`src/rtl/core/lsg_pkg.sv`:
```
// Shared types and constants for the two-axis line step generator.
// No dependencies; every other file of the block imports this package.
package lsg_pkg;

  localparam int TARGET_W  = 16;
  localparam int SPM_W     = 10;
  localparam int LIMIT_W   = 16;
  localparam int OUT_POS_W = 16;
  localparam int CFG_DATA_W = 16;
  localparam int CFG_IDX_W = 2;
  // Full product of a target and a steps-per-mm value.
  localparam int PROD_W    = TARGET_W + SPM_W;
  // Common width for range compares against any position width.
  localparam int WIDE_W    = 33;

  localparam logic OP_MOVE = 1'b0;
  localparam logic OP_TICK = 1'b1;

  localparam logic [1:0] ST_OK    = 2'd0;
  localparam logic [1:0] ST_RANGE = 2'd1;
  localparam logic [1:0] ST_BUSY  = 2'd2;

  localparam logic [CFG_IDX_W-1:0] CFG_SPM_X   = 2'd0;
  localparam logic [CFG_IDX_W-1:0] CFG_SPM_Y   = 2'd1;
  localparam logic [CFG_IDX_W-1:0] CFG_LIMIT_X = 2'd2;
  localparam logic [CFG_IDX_W-1:0] CFG_LIMIT_Y = 2'd3;

  localparam logic [SPM_W-1:0]   SPM_RESET   = 10'd80;
  localparam logic [LIMIT_W-1:0] LIMIT_RESET = 16'hFFFF;

  typedef struct packed {
    logic                operation;
    logic [TARGET_W-1:0] target_x_mm;
    logic [TARGET_W-1:0] target_y_mm;
  } in_item_t;

  typedef struct packed {
    logic [1:0]           status;
    logic                 step_x;
    logic                 dir_x;
    logic                 step_y;
    logic                 dir_y;
    logic                 busy_res;
    logic                 line_done;
    logic                 motor_enable;
    logic [OUT_POS_W-1:0] position_x;
    logic [OUT_POS_W-1:0] position_y;
  } out_item_t;

  typedef struct packed {
    logic [SPM_W-1:0]   spm_x;
    logic [SPM_W-1:0]   spm_y;
    logic [LIMIT_W-1:0] limit_x;
    logic [LIMIT_W-1:0] limit_y;
  } cfg_t;

  // Item held in the input register: targets already converted to steps.
  typedef struct packed {
    logic              operation;
    logic [PROD_W-1:0] tx;
    logic [PROD_W-1:0] ty;
  } stg_item_t;

endpackage

```
`src/rtl/core/lsg_if.sv`:
```
// Valid/ready channel interfaces for the input and result items.
// Depends on lsg_pkg for the payload types.
interface lsg_in_if;
  import lsg_pkg::*;
  logic     valid;
  logic     ready;
  in_item_t data;
  modport source (output valid, output data, input ready);
  modport sink (input valid, input data, output ready);
endinterface

interface lsg_out_if;
  import lsg_pkg::*;
  logic      valid;
  logic      ready;
  out_item_t data;
  modport source (output valid, output data, input ready);
  modport sink (input valid, input data, output ready);
endinterface

```
`src/rtl/core/lsg_in_stage.sv`:
```
// Input register of the line step generator; converts targets to steps on capture.
// Depends on lsg_pkg and lsg_if.
module lsg_in_stage #(
  parameter int MM_FRAC_BITS = 4
) (
  input  logic              clk,
  input  logic              rst_n,
  lsg_in_if.sink            in_chan,
  input  lsg_pkg::cfg_t     cfg,
  output logic              stg_valid,
  output lsg_pkg::stg_item_t stg_item,
  input  logic              stg_ready
);
  import lsg_pkg::*;

  logic              valid_r, valid_nxt;
  stg_item_t         item_r, item_nxt;
  logic [PROD_W-1:0] prod_x, prod_y;

  assign in_chan.ready = !valid_r || stg_ready;

  // Configuration must be kept stable by the user while items are in flight; this
  // stage does not enforce it and forms the product as the item is captured.
  always_comb begin
    prod_x             = PROD_W'(in_chan.data.target_x_mm) * PROD_W'(cfg.spm_x);
    prod_y             = PROD_W'(in_chan.data.target_y_mm) * PROD_W'(cfg.spm_y);
    item_nxt.operation = in_chan.data.operation;
    item_nxt.tx        = prod_x >> MM_FRAC_BITS;
    item_nxt.ty        = prod_y >> MM_FRAC_BITS;
    valid_nxt          = in_chan.ready ? in_chan.valid : valid_r;
  end

  always_ff @(posedge clk) begin
    if (!rst_n) begin
      valid_r <= 1'b0;
    end else begin
      valid_r <= valid_nxt;
    end
  end

  always_ff @(posedge clk) begin
    if (in_chan.valid && in_chan.ready) begin
      item_r <= item_nxt;
    end
  end

  assign stg_valid = valid_r;
  assign stg_item  = item_r;

endmodule

```
`src/rtl/core/lsg_core.sv`:
```
// Line state, Bresenham update and result register of the line step generator.
// Depends on lsg_pkg and lsg_if.
module lsg_core #(
  parameter int POS_BITS = 16
) (
  input  logic               clk,
  input  logic               rst_n,
  input  logic               stg_valid,
  input  lsg_pkg::stg_item_t stg_item,
  output logic               stg_ready,
  input  lsg_pkg::cfg_t      cfg,
  lsg_out_if.source          out_chan
);
  import lsg_pkg::*;

  localparam logic [WIDE_W-1:0] POS_MAX = (WIDE_W'(1) << POS_BITS) - WIDE_W'(1);

  logic [POS_BITS-1:0] pos_x_r, pos_x_nxt, pos_y_r, pos_y_nxt;
  logic [POS_BITS-1:0] major_r, major_nxt, minor_r, minor_nxt;
  logic [POS_BITS-1:0] left_r, left_nxt;
  logic [POS_BITS:0]   err_r, err_nxt;
  logic                xmaj_r, xmaj_nxt, dirx_r, dirx_nxt, diry_r, diry_nxt;
  logic                active_r, active_nxt, awake_r, awake_nxt;
  logic                out_valid_r, out_valid_nxt;
  out_item_t           res_r, res_nxt;

  logic                fire;
  logic [WIDE_W-1:0]   tx_w, ty_w, posx_w, posy_w;
  logic [POS_BITS-1:0] tx_p, ty_p, dx, dy;
  logic [POS_BITS:0]   acc_sum;
  logic                out_range, minor_step, sx, sy, done;
  logic [1:0]          status;

  assign stg_ready = !out_valid_r || out_chan.ready;
  assign fire      = stg_valid && stg_ready;

  always_comb begin
    pos_x_nxt  = pos_x_r;
    pos_y_nxt  = pos_y_r;
    major_nxt  = major_r;
    minor_nxt  = minor_r;
    left_nxt   = left_r;
    err_nxt    = err_r;
    xmaj_nxt   = xmaj_r;
    dirx_nxt   = dirx_r;
    diry_nxt   = diry_r;
    active_nxt = active_r;
    awake_nxt  = awake_r;
    status     = ST_OK;
    sx         = 1'b0;
    sy         = 1'b0;
    done       = 1'b0;

    tx_w      = WIDE_W'(stg_item.tx);
    ty_w      = WIDE_W'(stg_item.ty);
    tx_p      = tx_w[POS_BITS-1:0];
    ty_p      = ty_w[POS_BITS-1:0];
    out_range = (tx_w > WIDE_W'(cfg.limit_x)) || (ty_w > WIDE_W'(cfg.limit_y)) ||
                (tx_w > POS_MAX) || (ty_w > POS_MAX);
    dx        = (pos_x_r > tx_p) ? (pos_x_r - tx_p) : (tx_p - pos_x_r);
    dy        = (pos_y_r > ty_p) ? (pos_y_r - ty_p) : (ty_p - pos_y_r);

    acc_sum    = err_r + {1'b0, minor_r};
    minor_step = (acc_sum >= {1'b0, major_r});

    if (stg_item.operation == OP_MOVE) begin
      priority if (active_r) begin
        status = ST_BUSY;
      end else if (out_range) begin
        status = ST_RANGE;
      end else begin
        awake_nxt  = 1'b1;
        dirx_nxt   = pos_x_r < tx_p;
        diry_nxt   = pos_y_r < ty_p;
        xmaj_nxt   = dx > dy;
        major_nxt  = (dx > dy) ? dx : dy;
        minor_nxt  = (dx > dy) ? dy : dx;
        err_nxt    = '0;
        left_nxt   = (dx > dy) ? dx : dy;
        active_nxt = ((dx > dy) ? dx : dy) != '0;
      end
    end else if (active_r) begin
      err_nxt = minor_step ? (acc_sum - {1'b0, major_r}) : acc_sum;
      sx      = xmaj_r ? 1'b1 : minor_step;
      sy      = xmaj_r ? minor_step : 1'b1;
      if (sx) begin
        pos_x_nxt = dirx_r ? (pos_x_r + 1'b1) : (pos_x_r - 1'b1);
      end
      if (sy) begin
        pos_y_nxt = diry_r ? (pos_y_r + 1'b1) : (pos_y_r - 1'b1);
      end
      left_nxt = left_r - 1'b1;
      if (left_r == POS_BITS'(1)) begin
        active_nxt = 1'b0;
        done       = 1'b1;
      end
    end

    posx_w               = WIDE_W'(pos_x_nxt);
    posy_w               = WIDE_W'(pos_y_nxt);
    res_nxt.status       = status;
    res_nxt.step_x       = sx;
    res_nxt.dir_x        = dirx_nxt;
    res_nxt.step_y       = sy;
    res_nxt.dir_y        = diry_nxt;
    res_nxt.busy_res     = active_nxt;
    res_nxt.line_done    = done;
    res_nxt.motor_enable = awake_nxt;
    res_nxt.position_x   = posx_w[OUT_POS_W-1:0];
    res_nxt.position_y   = posy_w[OUT_POS_W-1:0];

    out_valid_nxt = fire ? 1'b1 : (out_chan.ready ? 1'b0 : out_valid_r);
  end

  always_ff @(posedge clk) begin
    if (!rst_n) begin
      pos_x_r     <= '0;
      pos_y_r     <= '0;
      major_r     <= '0;
      minor_r     <= '0;
      left_r      <= '0;
      err_r       <= '0;
      xmaj_r      <= 1'b0;
      dirx_r      <= 1'b0;
      diry_r      <= 1'b0;
      active_r    <= 1'b0;
      awake_r     <= 1'b0;
      out_valid_r <= 1'b0;
    end else begin
      out_valid_r <= out_valid_nxt;
      if (fire) begin
        pos_x_r  <= pos_x_nxt;
        pos_y_r  <= pos_y_nxt;
        major_r  <= major_nxt;
        minor_r  <= minor_nxt;
        left_r   <= left_nxt;
        err_r    <= err_nxt;
        xmaj_r   <= xmaj_nxt;
        dirx_r   <= dirx_nxt;
        diry_r   <= diry_nxt;
        active_r <= active_nxt;
        awake_r  <= awake_nxt;
      end
    end
  end

  always_ff @(posedge clk) begin
    if (fire) begin
      res_r <= res_nxt;
    end
  end

  assign out_chan.valid = out_valid_r;
  assign out_chan.data  = res_r;

endmodule

```
`src/rtl/core/two_axis_line_step_generator.sv`:
```
// Two-axis line step generator: top level with configuration registers.
// The input register captures each accepted item, then the result register holds its result.
// Throughput: one item per cycle while the result side takes results; the line update in
// lsg_core is combinational, and a stalled result side holds the input off once both registers are full.
// Reset (synchronous, rst_n low): idle, drivers asleep, position zero,
// steps per mm 80 on both axes, limits at their maximum.
module two_axis_line_step_generator #(
  parameter int POS_BITS     = 16,
  parameter int MM_FRAC_BITS = 4
) (
  input  logic                             clk,
  input  logic                             rst_n,
  input  logic                             cfg_we,
  input  logic [lsg_pkg::CFG_IDX_W-1:0]    cfg_index,
  input  logic [lsg_pkg::CFG_DATA_W-1:0]   cfg_data,
  lsg_in_if.sink                           in_chan,
  lsg_out_if.source                        out_chan
);
  import lsg_pkg::*;

  // Configuration registers. The user must write them only while no item is in flight;
  // the block does not enforce it, and both stages read them without a guard.
  cfg_t      cfg_r, cfg_nxt;

  // Handshake between the input register and the line core.
  logic      stg_valid;
  logic      stg_ready;
  stg_item_t stg_item;

  always_comb begin
    cfg_nxt = cfg_r;
    if (cfg_we) begin
      unique case (cfg_index)
        CFG_SPM_X:   cfg_nxt.spm_x   = cfg_data[SPM_W-1:0];
        CFG_SPM_Y:   cfg_nxt.spm_y   = cfg_data[SPM_W-1:0];
        CFG_LIMIT_X: cfg_nxt.limit_x = cfg_data[LIMIT_W-1:0];
        CFG_LIMIT_Y: cfg_nxt.limit_y = cfg_data[LIMIT_W-1:0];
        default:     cfg_nxt = cfg_r;
      endcase
    end
  end

  always_ff @(posedge clk) begin
    if (!rst_n) begin
      cfg_r.spm_x   <= SPM_RESET;
      cfg_r.spm_y   <= SPM_RESET;
      cfg_r.limit_x <= LIMIT_RESET;
      cfg_r.limit_y <= LIMIT_RESET;
    end else begin
      cfg_r <= cfg_nxt;
    end
  end

  // The input stage captures each item and turns its targets into step
  // counts with one multiply per axis, so the core sees only compares,
  // subtracts and the accumulator update.
  lsg_in_stage #(
    .MM_FRAC_BITS (MM_FRAC_BITS)
  ) u_in_stage (
    .clk       (clk),
    .rst_n     (rst_n),
    .in_chan   (in_chan),
    .cfg       (cfg_r),
    .stg_valid (stg_valid),
    .stg_item  (stg_item),
    .stg_ready (stg_ready)
  );

  // The core holds the line state and the result register. It takes the
  // next item whenever the result register is empty or being drained, so
  // moves and ticks can follow each other in every cycle.
  lsg_core #(
    .POS_BITS (POS_BITS)
  ) u_core (
    .clk       (clk),
    .rst_n     (rst_n),
    .stg_valid (stg_valid),
    .stg_item  (stg_item),
    .stg_ready (stg_ready),
    .cfg       (cfg_r),
    .out_chan  (out_chan)
  );

endmodule

```
`src/flat_wrapper.sv`:
```
// flat-port wrapper written by rule: the top's interface ports become plain ports
module two_axis_line_step_generator_flat import lsg_pkg::*;
#(
  parameter int POS_BITS     = 16,
  parameter int MM_FRAC_BITS = 4
)
  (clk, rst_n, cfg_we, cfg_index, cfg_data, in_chan_valid, in_chan_data, in_chan_ready, out_chan_valid, out_chan_data, out_chan_ready);
  lsg_in_if in_chan_i ();
  lsg_out_if out_chan_i ();
  input  logic clk;
  input  logic rst_n;
  input  logic cfg_we;
  input  logic [lsg_pkg::CFG_IDX_W-1:0] cfg_index;
  input  logic [lsg_pkg::CFG_DATA_W-1:0] cfg_data;
  input wire logic [$bits(in_chan_i.valid)-1:0] in_chan_valid;
  input wire logic [$bits(in_chan_i.data)-1:0] in_chan_data;
  output wire logic [$bits(in_chan_i.ready)-1:0] in_chan_ready;
  output wire logic [$bits(out_chan_i.valid)-1:0] out_chan_valid;
  output wire logic [$bits(out_chan_i.data)-1:0] out_chan_data;
  input wire logic [$bits(out_chan_i.ready)-1:0] out_chan_ready;
  assign in_chan_i.valid = in_chan_valid;
  assign in_chan_i.data = in_chan_data;
  assign in_chan_ready = in_chan_i.ready;
  assign out_chan_valid = out_chan_i.valid;
  assign out_chan_data = out_chan_i.data;
  assign out_chan_i.ready = out_chan_ready;
  two_axis_line_step_generator #(.POS_BITS(POS_BITS), .MM_FRAC_BITS(MM_FRAC_BITS)) u_core (.clk(clk), .rst_n(rst_n), .cfg_we(cfg_we), .cfg_index(cfg_index), .cfg_data(cfg_data), .in_chan(in_chan_i), .out_chan(out_chan_i));
endmodule
```
`config.mk`:
```
export PLATFORM = sky130hd
export DESIGN_NAME = two_axis_line_step_generator_flat
export DESIGN_NICKNAME = d
export VERILOG_FILES = /design/src/rtl/core/lsg_pkg.sv /design/src/rtl/core/lsg_if.sv /design/src/rtl/core/lsg_in_stage.sv /design/src/rtl/core/lsg_core.sv /design/src/rtl/core/two_axis_line_step_generator.sv /design/src/flat_wrapper.sv
export SDC_FILE = /design/constraint.sdc
export NUM_CORES = 1
export LEC_CHECK = 0
export BUFFER_PORTS_ARGS = -buffer_cell sky130_fd_sc_hd__buf_2
export CAP_MARGIN = 25
export CORE_MARGIN = 10
export CORE_UTILIZATION = 30
export DETAILED_ROUTE_END_ITERATION = 16
export SLEW_MARGIN = 10
export SYNTH_ARGS = -nofsm -noshare
export SYNTH_HDL_FRONTEND = slang
export SYNTH_SLANG_ARGS = --single-unit
```
`constraint.sdc`:
```
create_clock -name clk -period 8.54 [get_ports clk]
set_input_delay 1.708 -clock clk [delete_from_list [all_inputs] [get_ports clk]]
set_output_delay 1.708 -clock clk [all_outputs]
set_load 0.01 [all_outputs]
```
After elaboration in Yosys (flattened, before gate mapping)
Cells that the tools add are included.

operators by class
  add/subtract/negate cells = 11
  multiply operators = 2
  magnitude comparators = 10
  eq/ne operators = 7
  muxes and demuxes = 42
  bitwise logic cells = 3
  reduce and logical (&&, ||, !) cells = 20

operator list
  kind                   count
  $mux 16                16
  $mux 17                5
  $sub 16x16->16         4
  $mul 16x10->26         2
  $gt 16x16->1           3
  $sub 16x1->16 const B  3
  $gt 22x16->1           2
  $gt 22x16->1 const B   2
  $add 16x1->16 const B  2
  $lt 16x16->1           2
  $mux 1                 20
  $add 17x16->17         1
  $ge 17x16->1           1
  $sub 17x16->17         1
  $eq 16x1->1 const B    1
  $reduce_bool 16->1     1
  $reduce_and 2->1       5
  $reduce_and 4->1       2
  $logic_or 1x1->1       5
  $eq 2x2->1 const B     2
  $ne 2x2->1 const B     2
  $not 1->1              3
  $eq 2x1->1 const B     1
  $logic_and 1x1->1      2
  6 further kinds        7

storage, ports and cells
  bits in registers = 242

Depth between registers and ports, before layout
  depth in word-level cells = 8
  depth in mapped cells = 25
  depth with buffers taken out = 23

Hierarchy
Synthesis repeated with hierarchy kept, for this count alone.

second synthesis, totals
  cells, all modules = 3113
  area total of the unflattened synthesis = 26832.0 µm²

by module, submodules not included
  module                        instances  cells an instance  area each (µm²)  seq. area each (µm²)
  lsg_core                      1          1664               13211.4          3293.2
  lsg_in_stage                  1          1251               11527.3          1371.3
  two_axis_line_step_generator  1          198                2093.3           1041.0

Worst setup path before layout
No wires, ideal clock.

  path type = input -> register
  from = input port in_chan_data[12]
  to = register u_core.u_in_stage.item_r, in the netlist u_core.u_in_stage.stg_item[14] (data pin)
  data arrival time = 6.726 ns
  required time = 8.280 ns
  setup slack = 1.553 ns
  cell stages on the path = 21
  cells stage by stage = clkbuf_1 nand2_1 fa_1 inv_1 fa_1 inv_1 fa_1 inv_1 fa_1 inv_1 fa_1 inv_1 ha_1 and3_1 nand4_1 or3b_2 a21boi_0 o21ai_0 a21boi_0 mux2i_1 nand2_1

on the way
  longest elaborated chain between the ends = 1

ends and longest elaborated chain
  what                              line                RTL
  start, declared                   flat_wrapper.sv:16  input wire logic [$bits(in_chan_i.data)-1:0] in_chan_data;
  $mul 16x10->26                    lsg_in_stage.sv:26  prod_y = PROD_W'(in_chan.data.target_y_mm) * PROD_W'(cfg.spm_y);
  net u_core.u_in_stage.prod_y[18]  lsg_in_stage.sv:18  logic [PROD_W-1:0] prod_x, prod_y;
  end signal, assigned              lsg_in_stage.sv:43  item_r <= item_nxt;
  end, declared                     lsg_in_stage.sv:17  stg_item_t item_r, item_nxt;

The timed path passes the listed nets, and every way through them passes these cells.
A chain may end at the register's enable or synchronous reset.

Final worst setup path
  from = input port in_chan_data[21]
  to = register u_core.u_in_stage.item_r, in the netlist u_core.u_in_stage.stg_item[46] (data pin)

on the way
  longest elaborated chain between the ends = 1

ends and longest elaborated chain
  what                              line                RTL
  $mul 16x10->26                    lsg_in_stage.sv:25  prod_x = PROD_W'(in_chan.data.target_x_mm) * PROD_W'(cfg.spm_x);
  net u_core.u_in_stage.prod_x[24]  lsg_in_stage.sv:18

The timed path passes the listed nets, and every way through them passes these cells.

==> out/metrics.yaml <==
cts.sink_count: 242
drt_first_pass_iters: 5
worstSetupStartpointType: "input pin"
cp.depth: 18
max_freq_ghz: 0.150
clock_latency_ps: 610
rows: 109
cts_max_path_buffers: 3
finalSetupViolCount: 0
finClkSkew_ps: 40.9
cp_top_family: "adder cells"
worst_path_largest_cell_delay_ps: 720
worst-endpoint-required_ps: 8890
yosys.cell_count.top_type: "sky130_fd_sc_hd__inv_1"
timing.critical_path.mode_cell: "sky130_fd_sc_hd__fa_1"
timing.critical_path.to: "u_core.u_in_stage.stg_item[46]"
seq_area_um2: 5710
multi_input_area_um2: 18800
port_buffers: 98
antenna_found_initial: 9
drive_gt1_share_pct: 7.60
gp_congestion: 0.851
netlist_top_cells_area: "sky130_fd_sc_hd__fa_1, sky130_fd_sc_hd__ha_1, sky130_fd_sc_hd__dfxtp_1"
reg2reg_depth: 19
vias: 20800
synthCells: 3051
ctsRootBufferMaster: "sky130_fd_sc_hd__clkbuf_16"
max_cap_viol_count: 0
synth-edff-count: 86
portion_of_the_clock_cycle_consumed_by_the_worst_path_in_the_final_layout_pct: 78.1
grt_first_pass_wirelength_um: 114000
critical_path.endpoint_type: "register"
pin_count: 99
synth_sequential_area_ratio_pct: 21.4
synth_seq_cells: 242
die_w_um: 318
maximum_resistive_drop_on_vdd_mv: 0.270
synthesis.area_um2: 26600
finish.net_count: 3640
nets_in_the_synthesized_netlist: 3625
die-height_um: 318
p_per_area_nw_per_um2: 210
critPathMaxFanout: 10
cts_buf_count: 31
fillCellCount: 9203
dieArea_um2: 101000
r2r_slack_ps: 2020
place_ws_ps: 1230
final_hold_viol_count: 0
totalWireLength_um: 70500
post-route-min-period_ps: 6670
antenna_violating_nets_post_route: 0
initial_core_util_pct: 30.2
yosysTopAreaCellShare_pct: 17.0
synth_area_per_cell_um2: 8.73
finalSetupTns_ps: 0
max_slew_margin_pct: 31.9
async_flop_share_pct: 0
detailedPlacementHpwl_um: 56000
total_track_usage_pct: 13.6
drc: 0
crit_arrival_ps: 7030
report.final.slew_viol_count: 0
total_power_mw: 6.16
endpoint_of_the_most_critical_register_to_register_path: "u_core.u_core.out_chan.data[34]"
area_delta_synth_final_pct: 10.1
hold_class: "register to register"
worst_path_max_delay_cell: "sky130_fd_sc_hd__o41ai_1"
post_cts_resize_count: 0
core_area_um2: 88200
synth_top_cell_by_area: "sky130_fd_sc_hd__fa_1"
p_leak_nw: 13.3
critical_path_cell_list: "buf_2, nand2_1, fa_1, fa_1, inv_1, fa_1, fa_1, fa_1, ha_1, a21o_1, a21oi_1, o41ai_1, o41ai_1, o21ai_0, nand2b_1, nand2_1, a211oi_1, nor2_1"
yosys_warns: 0
first_global_vias: 20900
outcome: "finished clean"
critical_path_class: "input pin to register"
cts_setup_buffers: 0
grt-ovfl-total: 0
viasPerCell: 4.89
synth.cells.most_frequent: "sky130_fd_sc_hd__inv_1, sky130_fd_sc_hd__nand2_1, sky130_fd_sc_hd__ha_1"
synth_top_flop_cell: "sky130_fd_sc_hd__dfxtp_1"
post_synth_num_cell_types: 93
ctsHtreeMaxLevel: 1
final_core_utilization_pct: 33.2
maximum_number_of_pins_on_one_net_before_global_route_repair: 85
grt_setup_unrepaired: "no"
r2r_start: "u_core.u_core.pos_y_r[11]"
worstPathBufferInverterCount: 2
fin_ws_ps: 1870
cts.clk_slew.worst_paths_ps: 60
max_slew.worst_pin.slew_ps: 1020
cts_tree: "yes"
post_cts_hold_buffers: 0
first_iter_violations: 1416
post_drt_wl_per_cell_um: 16.5
critPathLaunch: "in_chan_data[21]"
-- sequential cells by signal, indices dropped and copies added (netlist names), 16 cells and up --
name	flops
u_core.cfg_r	52
u_core.u_in_stage.stg_item	45
u_core.u_core.out_chan.data	41
u_core.u_core.err_r	17
u_core.u_core.left_r	16
u_core.u_core.major_r	16
u_core.u_core.minor_r	16
u_core.u_core.pos_x_r	16
u_core.u_core.pos_y_r	16
-- area by class of cell --
type / instances / area share [%]
tap: 1165 / 4.97
inverter: 426 / 5.46
clock buffer: 40 / 3.05
antenna: 6 / 0.0512
timing repair buffer: 116 / 2.33
clock inverter: 18 / 0.568
multi-input combinational: 2249 / 64.1
sequential: 242 / 19.5
-- worst min path at each step --
stage               depth (start not counted)                 startpoint                         to  slack [ps]
floorplan                                   2      u_core.u_core.awake_r      u_core.u_core.awake_r         430
finish                                      2   u_core.u_core.major_r[3]   u_core.u_core.major_r[3]         450
detailed placement                          2   u_core.u_core.major_r[3]   u_core.u_core.major_r[3]         450
global placement                            2   u_core.u_core.major_r[4]   u_core.u_core.major_r[4]         440
global route                                2  u_core.u_core.major_r[12]  u_core.u_core.major_r[12]         480
CTS                                         2   u_core.u_core.major_r[3]   u_core.u_core.major_r[3]         460
-- layer usage --
metal	global-route usage, %	up-vias	routed length (um)
met5	0	-	46
met4	3.35	6	1580
met3	1.86	94	2660
met2	23.7	356	34000
met1	17.6	10100	32300
li1	-	10300	-
-- layout by cell type (no fill, tap or decap), types with 14 or more instances in the layout --
master                      netlist  final
sky130_fd_sc_hd__inv_1          425    423
sky130_fd_sc_hd__nand2_1        351    351
sky130_fd_sc_hd__ha_1           292    292
sky130_fd_sc_hd__fa_1           226    226
sky130_fd_sc_hd__nor2_1         190    190
sky130_fd_sc_hd__and2_1         167    166
sky130_fd_sc_hd__dfxtp_1        156    156
sky130_fd_sc_hd__a21oi_1        155    155
sky130_fd_sc_hd__buf_2           10     98
sky130_fd_sc_hd__mux2i_1         87     87
sky130_fd_sc_hd__edfxtp_1        86     86
sky130_fd_sc_hd__xnor2_1         85     85
sky130_fd_sc_hd__o21ai_0         81     81
sky130_fd_sc_hd__o211ai_1        59     59
sky130_fd_sc_hd__nor3_1          46     45
sky130_fd_sc_hd__nand3_1         39     39
sky130_fd_sc_hd__clkbuf_16        0     34
sky130_fd_sc_hd__a21o_1          33     33
sky130_fd_sc_hd__a211oi_1        31     31
sky130_fd_sc_hd__nor2b_1         26     26
sky130_fd_sc_hd__nand4_1         26     26
sky130_fd_sc_hd__nand2b_1        25     25
sky130_fd_sc_hd__o21a_1          25     25
sky130_fd_sc_hd__xor2_1          25     25
sky130_fd_sc_hd__mux2_2          24     24
sky130_fd_sc_hd__o21bai_1        17     17
sky130_fd_sc_hd__and3_1          15     15
sky130_fd_sc_hd__or3_1           14     14
-- stage by stage --
stage | std cells | cell area [um2] | hold WS, ps
floorplan | 3051 | 26600 | 431
global placement | 4193 | 28100 | 441
detailed placement | 4194 | 28200 | 449
CTS | 4252 | 29200 | 457
global route | 4260 | 29300 | 485
finish | 4262 | 29300 | 452
-- where the power goes --
| part | total, mW | switching (mW) | leakage (nW) | internal [mW] |
|---|---|---|---|---|
| Clock | 1.36 | 0.558 | 0.518 | 0.801 |
| Sequential | 1.45 | 0.117 | 2.11 | 1.33 |
| Combinational | 3.35 | 2.09 | 10.7 | 1.26 |
-- worst min-delay path: cells and delay by family (launching register included) --
kind / cells / cell delay (ps)
DFF: 1 / 310
AOI/OAI and AO/OA: 1 / 50
and+or+nand+nor: 1 / 50
-- cell families after synthesis --
kind of cell | synth area share (%)
and+or+nand+nor | 17.2
buffers and inverters | 8.18
AOI/OAI and AO/OA | 14.2
adders and majority gates | 30.7
DFF | 21.4
muxes | 4.65
xor gates and xnor gates | 3.68
No activity file was read; power rests on OpenSTA's default activity.
